[config.mk]
export PLATFORM = sky130hd
export DESIGN_NAME = sds_divider
export DESIGN_NICKNAME = d
export VERILOG_FILES = /design/src/design/sds_pkg.sv /design/src/design/sds_divider.sv
export SDC_FILE = /design/constraint.sdc
export NUM_CORES = 1
export LEC_CHECK = 0
export BUFFER_PORTS_ARGS = -buffer_cell sky130_fd_sc_hd__buf_2
export CAP_MARGIN = 20
export CORE_UTILIZATION = 55
export DETAILED_ROUTE_END_ITERATION = 12
export MAX_ROUTING_LAYER = met4
export PLACE_DENSITY = 0.74
export SKIP_LAST_GASP = 1
export SLEW_MARGIN = 20
export SYNTH_ARGS = -nofsm -noshare
export SYNTH_HDL_FRONTEND = slang
export SYNTH_SLANG_ARGS = --single-unit
[constraint.sdc]
create_clock -name clk -period 10.79 [get_ports clk]
set_clock_uncertainty 0.05 [all_clocks]
set_input_delay 1.079 -clock clk [delete_from_list [all_inputs] [get_ports clk]]
set_output_delay 1.079 -clock clk [all_outputs]
set_load 0.02 [all_outputs]
[src/design/sds_pkg.sv]
package sds_pkg;

  typedef struct packed {
    logic signed [31:0] a11;
    logic signed [31:0] a12;
    logic signed [31:0] a21;
    logic signed [31:0] a22;
    logic signed [31:0] rhs1;
    logic signed [31:0] rhs2;
    logic signed [31:0] guess1;
    logic signed [31:0] guess2;
  } sds_in_t;

  typedef struct packed {
    logic signed [31:0] sol1;
    logic signed [31:0] sol2;
    logic [6:0]         iteration;
    logic               last;
    logic [1:0]         status;
  } sds_out_t;

  typedef enum logic [1:0] {
    ST_RUNNING   = 2'd0,
    ST_CONVERGED = 2'd1,
    ST_CAP       = 2'd2,
    ST_BREAKDOWN = 2'd3
  } sds_status_t;

  typedef enum logic [1:0] {
    CFG_TOLERANCE = 2'd0,
    CFG_MAX_ITER  = 2'd1
  } sds_cfg_t;

  // sequencer states
  typedef enum logic [4:0] {
    S_IDLE, S_AX1A, S_AX1B, S_AX2A, S_AX2B, S_RES,
    S_AR1A, S_AR1B, S_AR2A, S_AR2B, S_RR1, S_RR2, S_RAR1, S_RAR2,
    S_CHK, S_DIV, S_ST1, S_ST2, S_UPD, S_OUT
  } sds_state_t;

  localparam int IterLimit = 64;

  function automatic logic signed [31:0] sat32(input logic signed [65:0] v);
    if (v > 66'sd2147483647) return 32'sh7fffffff;
    if (v < -66'sd2147483648) return 32'sh80000000;
    return v[31:0];
  endfunction

endpackage

[src/design/sds_divider.sv]
// signed restoring divider: quotient of (num << 16) / den, toward zero, saturated
module sds_divider (
  input  logic               clk,
  input  logic               rst,
  input  logic               start,
  input  logic signed [31:0] num,
  input  logic signed [31:0] den,
  output logic               done,
  output logic signed [31:0] quo
);
  import sds_pkg::*;

  logic [47:0] rem;
  logic [47:0] dvd;
  logic [31:0] dvs;
  logic [47:0] q;
  logic [5:0]  cnt;
  logic        neg;
  logic        busy;
  logic [48:0] trial;
  logic signed [49:0] sq;

  assign trial = {rem, dvd[47]} - {17'd0, dvs};

  always_ff @(posedge clk) begin
    if (rst) begin
      busy <= 1'b0;
      done <= 1'b0;
    end else begin
      done <= 1'b0;
      if (start) begin
        busy <= 1'b1;
        cnt  <= 6'd0;
        rem  <= '0;
        dvd  <= {(num[31] ? 32'(-num) : 32'(num)), 16'd0};
        dvs  <= den[31] ? 32'(-den) : 32'(den);
        neg  <= num[31] ^ den[31];
        q    <= '0;
      end else if (busy) begin
        if (!trial[48]) begin
          rem <= trial[47:0];
          q   <= {q[46:0], 1'b1};
        end else begin
          rem <= {rem[46:0], dvd[47]};
          q   <= {q[46:0], 1'b0};
        end
        dvd <= {dvd[46:0], 1'b0};
        cnt <= cnt + 6'd1;
        if (cnt == 6'd47) begin
          busy <= 1'b0;
          done <= 1'b1;
        end
      end
    end
  end

  always_comb begin
    sq  = neg ? -$signed({2'b00, q}) : $signed({2'b00, q});
    quo = sat32(66'(sq));
  end

endmodule

==> flow_metrics.py, run 1 <==
metrics = {
    "outcome": {
        "status": "completed",
    },
    "power_and_ir_drop": {
        "power_frac_clock_pct": 32.8,
        "p_sw_mw": 0.541,
        "netSwitchingFraction_pct": 29.6,
        "p_comb_share_pct": 22.6,
        "ir_worst_vdd_mv": 0.117,
        "leakagePower_nw": 4.81,
        "p_int_mw": 1.29,
        "powerDensity_mw_per_mm2": 142,
        "seqPwrFrac_pct": 44.6,
    },
    "grt": {
        "grt_max_degree": 99,
        "grt_use_total_pct": 24.2,
        "use_met3_pct": 3.35,
        "grt_pass1_vias": 8518,
        "antenna_found_initial": 0,
        "grt_overflow": 0,
        "met2_usage_pct": 38.3,
        "busiest_layer": "met2",
        "grt_pass1_wl_mm": 41.4,
        "globalRouteMet1Util_pct": 32.7,
    },
    "cells_and_area": {
        "mostFrequentLayoutCells": "167 x edfxtp_1, 112 x nor2_1, 98 x buf_2",
        "fill_cells": 1729,
        "antennaDiodeCount": 0,
        "drive_gt1_share_pct": 15.4,
        "final_area_mm2": 0.0129,
        "synthToLayoutAreaGrowth_pct": 11.0,
        "nets": 1379,
        "final_common_cell": "edfxtp_1",
    },
    "yosys": {
        "syn_nets": 1305,
        "seq_area_frac_synth_pct": 43.6,
        "syn_avg_cell_area_um2": 9.65,
        "async_reset_ff_share_pct": 0,
        "ys.flop_type": "edfxtp_1",
        "synth-seq-cells": 169,
        "syn-cell-area_mm2": 0.0116,
        "syn_inst": 1201,
        "synth.distinct_cells": 74,
        "synth-edff-count": 167,
        "ys.warnings.count": 0,
    },
    "floorplanning": {
        "core_mm2": 0.0204,
        "pin_count": 100,
        "dieArea_mm2": 0.0217,
        "die_w_um": 147,
        "die_h_um": 147,
        "num_rows": 52,
        "initial_core_util_pct": 56.7,
    },
    "worst_setup_path": {
        "crit_arrival_ns": 4.53,
        "cp_slowest_cell": "nor4_1",
        "startpoint": "q[5]",
        "path_common_cell": "and4_1",
        "crit_path_max_fanout": 31,
        "critPathRequiredTime_ns": 9.66,
        "crit_path_end_kind": "output pin",
        "cp-start-kind": "flip-flop",
        "reg2reg_from": "dvd[47]",
        "worstPathCellList": "nor4_1 -> and4_1 -> nand4_1 -> o41ai_1 -> xnor2_1 -> nor3_1 -> and4_1 -> a41o_2 -> o21ai_1 -> buf_2",
        "cp_slowest_stage_delay_ns": 0.75,
        "critical_path_class": "reg2out",
    },
    "clock_tree": {
        "cts_hold_buf": 0,
        "max-clock-path-buffers": 2,
        "cts_buffers": 17,
        "cts_setup_buffers": 0,
        "ctsResizeCount": 0,
        "cts_tree": "built",
        "h-tree-depth": 4,
        "cts-root-buf": "clkbuf_16",
        "cts.sinks": 169,
        "clk_latency_ns": 0.43,
        "clk_pin_slew_ns": 0.07,
    },
    "min_path": {
        "min-delay-path-class": "reg2reg",
        "worstHoldStart": "busy",
    },
    "place": {
        "dpl.hpwl_mm": 17.4,
        "place_congestion": 0.892,
        "place_area_mm2": 0.0122,
        "io_buffers": 99,
    },
    "sta": {
        "fmax_mhz": 177,
        "finalMaxSlewViolations": 0,
        "relSlewSlack_pct": 29.2,
        "fin_tns_setup_ns": 0,
        "period_minus_slack_ns": 5.66,
        "worst_pin_slew_ns": 1.06,
        "finalCritPeriodShare_pct": 52.5,
        "rsz0062_at_grt": "false",
        "finalHoldViolCount": 0,
        "setup_viol": 0,
    },
    "routing": {
        "drtAntennaViolNets": 0,
        "drcViolationCount": 0,
        "wire_per_inst_um": 15.8,
        "routed_via_density": 5.84,
        "firstDrtPassIters": 5,
        "drt_iter0_drc": 527,
        "routed_wirelength_mm": 24.6,
        "dr_total_vias": 9091,
    },
    "flow_run": {
        "max_cap_viol_count": 0,
    },
}
## registers in the layout, indices dropped and copies added, names as in the netlist
name and count:
neg 1, done 1, busy 1, rem 48, dvd 32, cnt 6, dvs 32, q 48
## worst paths after layout
| kind | end | slack, ns | cells after the start |
|---|---|---|---|
| max | quo[1] | 5.13 | 10 |
| max reg2reg | rem[46] | 6.30 | 13 |
| min reg2reg | done | 0.43 | 1 |
| min | done | 0.43 | 1 |
## area by class of cell
| cell class | count | area, um^2 | area share, % |
|---|---|---|---|
| Timing Repair Buffer | 107 | 586 | 4.55 |
| Sequential cell | 169 | 5050 | 39.3 |
| Multi-Input combinational cell | 920 | 6090 | 47.3 |
| Clock buffer | 17 | 425 | 3.31 |
| Inverter | 60 | 225 | 1.75 |
| Tap cell | 270 | 338 | 2.63 |
| Clock inverter | 14 | 150 | 1.17 |
## critical path, delay by kind of cell (launching register included)
family | cells | cell delay (ns)
flip-flops | 1 | 0.45
buffers and inverters | 1 | 0.20
AND/OR/NAND/NOR | 5 | 1.99
XOR/XNOR | 1 | 0.14
AO/OA/AOI/OAI | 3 | 1.31
## logic make-up (layout without fill, tap and decap cells)
group / count (synthesis) / in the layout / share of synthesized area (%)
flops: 169 / 169 / 43.6
simple gates: 428 / 428 / 19.0
fa+ha+maj: 37 / 37 / 4.06
compound gates: 316 / 316 / 18.7
xor+xnor: 129 / 129 / 9.75
mux: 10 / 10 / 0.896
buf+inv: 112 / 198 / 4.00
## power by group through the flow
stage,Clock (mW),Sequential (mW),Combinational [mW]
CTS,0.610,0.815,0.412
global placement,0,0.827,0.403
global route,0.633,0.821,0.463
finish,0.600,0.815,0.414
detailed placement,0,0.829,0.408
floorplan,0,0.824,0.315
## Yosys cell counts, drive strengths merged (3+ instances only)
master | number | area share, %
nor4 | 16 | 1.0
or3 | 25 | 1.4
xor2 | 72 | 5.4
o41ai | 18 | 1.4
nor4b | 5 | 0.38
nor3 | 25 | 1.2
inv | 58 | 1.9
nor2 | 114 | 3.7
o31a | 4 | 0.30
nand3 | 22 | 0.95
ha | 36 | 3.9
mux2 | 3 | 0.29
nand4 | 7 | 0.38
o211ai | 5 | 0.32
clkbuf | 39 | 1.3
buf | 13 | 0.80
a31o | 5 | 0.38
o21bai | 5 | 0.32
edfxtp | 167 | 43
o211a | 3 | 0.26
and3 | 10 | 0.54
a21o | 17 | 1.1
or2 | 9 | 0.49
a21oi | 93 | 4.0
a211oi | 6 | 0.39
mux2i | 7 | 0.60
a22o | 3 | 0.23
o31ai | 33 | 2.3
nor2b | 55 | 3.0
o2111ai | 4 | 0.30
or4 | 20 | 1.4
nand3b | 3 | 0.19
nand2 | 95 | 3.1
xnor2 | 57 | 4.3
o21a | 8 | 0.52
nand2b | 13 | 0.70
and2 | 5 | 0.27
o21ai | 82 | 4.5
a31oi | 8 | 0.56
## layer usage
layer	share of wire, %	wire length [um]
met1	47	11600
met5	0	0
met2	48	11700
met4	1.1	276
met3	4.2	1030
## per-stage QoR
step | worst slack [ns] | utilization [%] | power [mW] | cells | hold WS [ns]
3_3_place_gp | 5.57 | 60.0 | 1.23 | 1524 | 0.422
6_report | 5.13 | 63.0 | 1.83 | 1557 | 0.427
5_1_grt | 4.77 | 63.0 | 1.92 | 1557 | 0.450
4_1_cts | 5.03 | 62.8 | 1.84 | 1555 | 0.430
3_5_place_dp | 5.48 | 60.0 | 1.24 | 1524 | 0.423
2_1_floorplan | 2.85 | - | 1.14 | 1201 | 0.409
Note: power is estimated with default switching activity, not from simulation.
==> run 2: changes to the inputs <==
- ABC_AREA: not set -> 1
- PLACE_DENSITY: 0.74 -> 0.77
- clock period: 10.79 -> 4.8 ns (I/O delays scaled with it)
==> flow_metrics.py, run 2 <==
metrics = {
    "routing": {
        "dr_total_vias": 12300,
        "drt_iter0_drc": 1098,
        "routed_via_density": 5.44,
        "drcViolationCount": 0,
        "firstDrtPassIters": 6,
        "wire_per_inst_um": 16.0,
        "routed_wirelength_mm": 36.2,
        "drtAntennaViolNets": 0,
    },
    "clock_tree": {
        "cts_setup_buffers": 0,
        "ctsResizeCount": 0,
        "cts_tree": "built",
        "clk_latency_ns": 0.45,
        "cts.sinks": 169,
        "cts_hold_buf": 0,
        "clk_pin_slew_ns": 0.08,
        "cts_buffers": 17,
        "h-tree-depth": 4,
        "cts-root-buf": "clkbuf_16",
        "max-clock-path-buffers": 2,
    },
    "yosys": {
        "syn_nets": 1963,
        "synth-compound-area-share_pct": 9.61,
        "async_reset_ff_share_pct": 0,
        "ys.flop_type": "edfxtp_1",
        "synth_largest_area_cell": "edfxtp_1",
        "synth_xor_area_share_pct": 7.88,
        "synthTopCellsByArea": "edfxtp_1 38%, nand2_1 13%, nor2_1 11%, inv_1 6.2%, xor2_1 5.7%",
        "seq_area_frac_synth_pct": 38.5,
        "synth_simple_gate_area_share_pct": 32.1,
        "syn_avg_cell_area_um2": 7.06,
        "synth_top_family_by_area": "simple AND/OR/NAND/NOR gates",
        "synth_commonest_cells": "458 x nand2_1, 387 x nor2_1, 215 x inv_1, 167 x edfxtp_1, 108 x o21ai_0",
        "ys.warnings.count": 0,
        "synth_top_area_share_pct": 38.2,
        "syn-cell-area_mm2": 0.0131,
        "synth_adder_area_share_pct": 3.59,
        "synth.distinct_cells": 43,
        "muxShareOfSynthArea_pct": 0,
        "yosysMostFrequentCell": "nand2_1",
        "synth-edff-count": 167,
        "syn_inst": 1859,
        "synth-seq-cells": 169,
    },
    "outcome": {
        "status": "completed",
    },
    "floorplanning": {
        "dieArea_mm2": 0.0245,
        "die_h_um": 156,
        "num_rows": 56,
        "pin_count": 100,
        "initial_core_util_pct": 56.1,
        "die_w_um": 156,
        "core_mm2": 0.0234,
    },
    "grt": {
        "grt_overflow": 0,
        "grt_max_degree": 85,
        "grt_use_total_pct": 31.4,
        "grt_pass1_vias": 11400,
        "grt_pass1_wl_mm": 58.3,
        "antenna_found_initial": 0,
    },
    "power_and_ir_drop": {
        "finalPower_mw": 4.41,
        "ir_worst_vdd_mv": 0.199,
        "leakagePower_nw": 6.23,
        "powerDensity_mw_per_mm2": 305,
    },
    "worst_setup_path": {
        "cp-start-kind": "flip-flop",
        "critPathRequiredTime_ns": 4.27,
        "crit_path_max_fanout": 31,
        "critical_path_class": "reg2out",
        "crit_path_end_kind": "output pin",
        "crit_arrival_ns": 3.56,
    },
    "sta": {
        "finalCritPeriodShare_pct": 85.3,
        "relSlewSlack_pct": 36.5,
        "setup_viol": 0,
        "period_minus_slack_ns": 4.09,
        "finalHoldViolCount": 0,
        "fin_tns_setup_ns": 0,
        "rsz0062_at_grt": "false",
        "finalMaxSlewViolations": 0,
        "timing.hold.ws_ns": 0.196,
        "fmax_mhz": 244,
        "worst_pin_slew_ns": 0.942,
    },
    "cells_and_area": {
        "fill_cells": 2256,
        "final_common_cell": "nand2_1",
        "mostFrequentLayoutCells": "458 x nand2_1, 386 x nor2_1, 214 x inv_1",
        "nets": 2041,
        "synthToLayoutAreaGrowth_pct": 10.2,
        "drive_gt1_share_pct": 9.23,
        "antennaDiodeCount": 0,
        "top_regs": "q x48, rem x48",
    },
    "place": {
        "place_congestion": 0.997,
        "io_buffers": 99,
        "dpl.hpwl_mm": 28.0,
    },
    "flow_run": {
        "max_cap_viol_count": 0,
    },
    "min_path": {
        "min-delay-path-class": "in2reg",
    },
}
[run 2: cell types whose count changed in the layout (fill, tap and decap cells not counted), sizes merged, moves of 32 or more]
cell	change
nor2b	-55
nand2	+370
inv	+170
nand3	+76
nor2	+281
o31ai	-32
nand4	+35
o21ai	+38
[run 2: layout make-up]
class                           instances  area, um^2  share of cell area, %
Clock buffer                           17         425                   2.94
Clock inverter                         15         180                   1.25
Inverter                              225         845                   5.84
Multi-Input combinational cell       1418        7000                   48.4
Sequential cell                       169        5050                   35.0
Tap cell                              319         399                   2.76
Timing Repair Buffer                  106         561                   3.88
[run 2: power breakdown]
part | switching, mW | internal (mW)
clock | 0.713 | 0.703
combinational | 0.776 | 0.374
sequential | 0.0752 | 1.76
[run 2: layer usage]
layer / vias up / global-route usage (%) / part of all wire (%)
li1: 6178 / - / -
met4: 0 / 8.31 / 1.6
met1: 5738 / 44.6 / 48
met3: 43 / 3.02 / 5.4
met5: - / - / 0
met2: 390 / 48.0 / 45
[run 2: per-stage QoR]
| stage | instance area, um^2 | cells | util [%] | worst slack (ns) |
|---|---|---|---|---|
| 2_1_floorplan | 13100 | 1859 | - | 1.10 |
| 3_3_place_gp | 13900 | 2237 | 59.2 | 1.24 |
| 3_5_place_dp | 13900 | 2237 | 59.2 | 1.10 |
| 4_1_cts | 14500 | 2269 | 61.8 | 0.745 |
| 5_1_grt | 14500 | 2269 | 61.8 | 0.438 |
| 6_report | 14500 | 2269 | 61.8 | 0.708 |
[run 2: cells by family after synthesis]
family                   Yosys count
adder cells (fa/ha/maj)           37
flip-flops                       169
XOR/XNOR                         118
buffers and inverters            272
AND/OR/NAND/NOR                 1032
AO/OA/AOI/OAI                    231
[run 2: worst max-delay path, stage by stage, from the launching register on]
cell and delay (ns):
edfxtp_1 0.75, buf_4 0.37, o21ai_1 0.13, inv_1 0.08, nor2_2 0.35, nand3_1 0.13
nand2_1 0.12, nand2_1 0.05, inv_1 0.05, nand2_1 0.05, nor2_1 0.11, nand2_1 0.08
nand2_2 0.41, nand2_1 0.14, nand2_1 0.10, buf_2 0.18
[run 2: final timing paths]
kind                                end     from  slack (ns)  depth (start not counted)
worst max-delay path            quo[27]      neg        0.71                         15
worst min-delay path             dvs[0]   den[0]        0.20                          1
worst max register to register  rem[17]  dvd[47]        1.07                         14
worst min register to register     busy     busy        0.43                          2
==> run 3: changes to the inputs <==
- CORE_ASPECT_RATIO: not set -> 1.75
- CORE_MARGIN: not set -> 5
==> flow_metrics.py, run 3 (synthesis gave the netlist of run 2 again) <==
metrics = {
    "outcome": {
        "status": "completed",
    },
    "sta": {
        "period_minus_slack_ns": 4.26,
        "fin_tns_setup_ns": 0,
        "setup_viol": 0,
        "rsz0062_at_grt": "false",
        "timing.hold.ws_ns": 0.198,
        "finalMaxSlewViolations": 0,
        "finalHoldViolCount": 0,
        "finalCritPeriodShare_pct": 88.8,
        "relSlewSlack_pct": 31.4,
        "fmax_mhz": 235,
        "worst_pin_slew_ns": 1.02,
    },
    "clock_tree": {
        "cts-root-buf": "clkbuf_16",
        "clk_pin_slew_ns": 0.08,
        "h-tree-depth": 4,
        "cts_setup_buffers": 0,
        "cts.sinks": 169,
        "clk_latency_ns": 0.46,
        "max-clock-path-buffers": 2,
        "cts_buffers": 17,
        "ctsResizeCount": 0,
        "cts_hold_buf": 0,
        "cts_tree": "built",
    },
    "worst_setup_path": {
        "crit_path_end_kind": "output pin",
        "crit_path_max_fanout": 31,
        "cp-start-kind": "flip-flop",
        "critPathRequiredTime_ns": 4.27,
        "critical_path_class": "reg2out",
        "crit_arrival_ns": 3.73,
        "rrSetupSlack_ns": 1.22,
    },
    "floorplanning": {
        "initial_core_util_pct": 56.0,
        "core_mm2": 0.0234,
        "die_h_um": 214,
        "dieArea_mm2": 0.0272,
        "num_rows": 74,
        "die_w_um": 127,
        "pin_count": 100,
    },
    "routing": {
        "dr_total_vias": 12500,
        "firstDrtPassIters": 6,
        "drt_iter0_drc": 779,
        "routed_wirelength_mm": 40.1,
        "drtAntennaViolNets": 0,
        "routed_via_density": 5.56,
        "wire_per_inst_um": 17.8,
        "drcViolationCount": 0,
    },
    "grt": {
        "grt_pass1_wl_mm": 62.6,
        "grt_max_degree": 120,
        "grt_overflow": 0,
        "antenna_found_initial": 0,
        "grt_pass1_vias": 12400,
        "grt_use_total_pct": 30.4,
    },
    "place": {
        "io_buffers": 99,
        "dpl.hpwl_mm": 31.8,
        "place_congestion": 1.03,
    },
    "cells_and_area": {
        "final_common_cell": "nand2_1",
        "antennaDiodeCount": 0,
        "nets": 2040,
        "drive_gt1_share_pct": 9.18,
        "mostFrequentLayoutCells": "458 x nand2_1, 386 x nor2_1, 214 x inv_1",
        "synthToLayoutAreaGrowth_pct": 9.93,
        "top_regs": "q x48, rem x48",
    },
    "power_and_ir_drop": {
        "leakagePower_nw": 6.23,
        "powerDensity_mw_per_mm2": 307,
        "ir_worst_vdd_mv": 0.271,
    },
    "min_path": {
        "min-delay-path-class": "in2reg",
    },
    "flow_run": {
        "max_cap_viol_count": 0,
    },
}
run 3: changes by cell type in the layout (fill, tap and decap cells not counted):
cell | previous run | this run
clkbuf_8 | 0 | 1
clkinvlp_4 | 1 | 2
bufinv_16 | 0 | 1
clkinv_8 | 6 | 2
clkinv_2 | 0 | 1
inv_8 | 2 | 1
buf_4 | 6 | 5
clkinv_4 | 3 | 1
inv_6 | 3 | 6
run 3: path summary, 6_finish.rpt:
check,startpoint,endpoint,cells past startpoint
hold / removal,den[0],dvs[0],1
setup / recovery,q[34],quo[5],16
hold reg to reg,busy,busy,2
setup reg to reg,rem[26],rem[19],11
run 3: where the power goes:
| part | internal (mW) | total (mW) | switching [mW] |
|---|---|---|---|
| combinational | 0.372 | 1.18 | 0.804 |
| clock | 0.749 | 1.40 | 0.655 |
| sequential | 1.77 | 1.84 | 0.0761 |
run 3: through the flow:
stage | cells | power, mW | worst slack, ns | util (%) | instance area (um^2)
5_1_grt | 2253 | 4.63 | 0.256 | 61.6 | 14400
3_5_place_dp | 2221 | 3.03 | 1.18 | 59.0 | 13800
4_1_cts | 2253 | 4.42 | 0.658 | 61.6 | 14400
3_3_place_gp | 2221 | 3.02 | 1.23 | 59.0 | 13800
6_report | 2253 | 4.42 | 0.538 | 61.6 | 14400
2_1_floorplan | 1859 | 2.67 | 1.10 | - | 13100
run 3: per-layer routing:
layer | vias to the layer above | wire length [um] | global-route usage, %
li1 | 6177 | - | -
met1 | 5757 | 13300 | 27.8
met2 | 406 | 21600 | 54.7
met3 | 178 | 1420 | 4.41
met4 | 0 | 3780 | 24.1
met5 | - | 0 | -
run 3: layout make-up:
type / count / area (um^2)
multi-input cells: 1418 / 7000
clock buffers: 18 / 439
flip-flops and latches: 169 / 5050
clock inverters: 14 / 155
well taps: 304 / 380
repair buffers: 105 / 553
fillers: 2246 / 9000
inverters: 225 / 845
run 3: worst max-delay path, cell delays in order, from the launching register on:
cell and delay (ns):
edfxtp_1 0.58, nor2_1 0.46, nand2_1 0.11, nor2_1 0.37
inv_1 0.07, nor2_1 0.21, nand2_1 0.12, nand3_1 0.08
nand2_1 0.10, nor2_1 0.10, nand2_1 0.06, nor2_1 0.11
nand2_1 0.08, nand2_2 0.42, nand2_1 0.11, nand2_1 0.09
buf_2 0.19
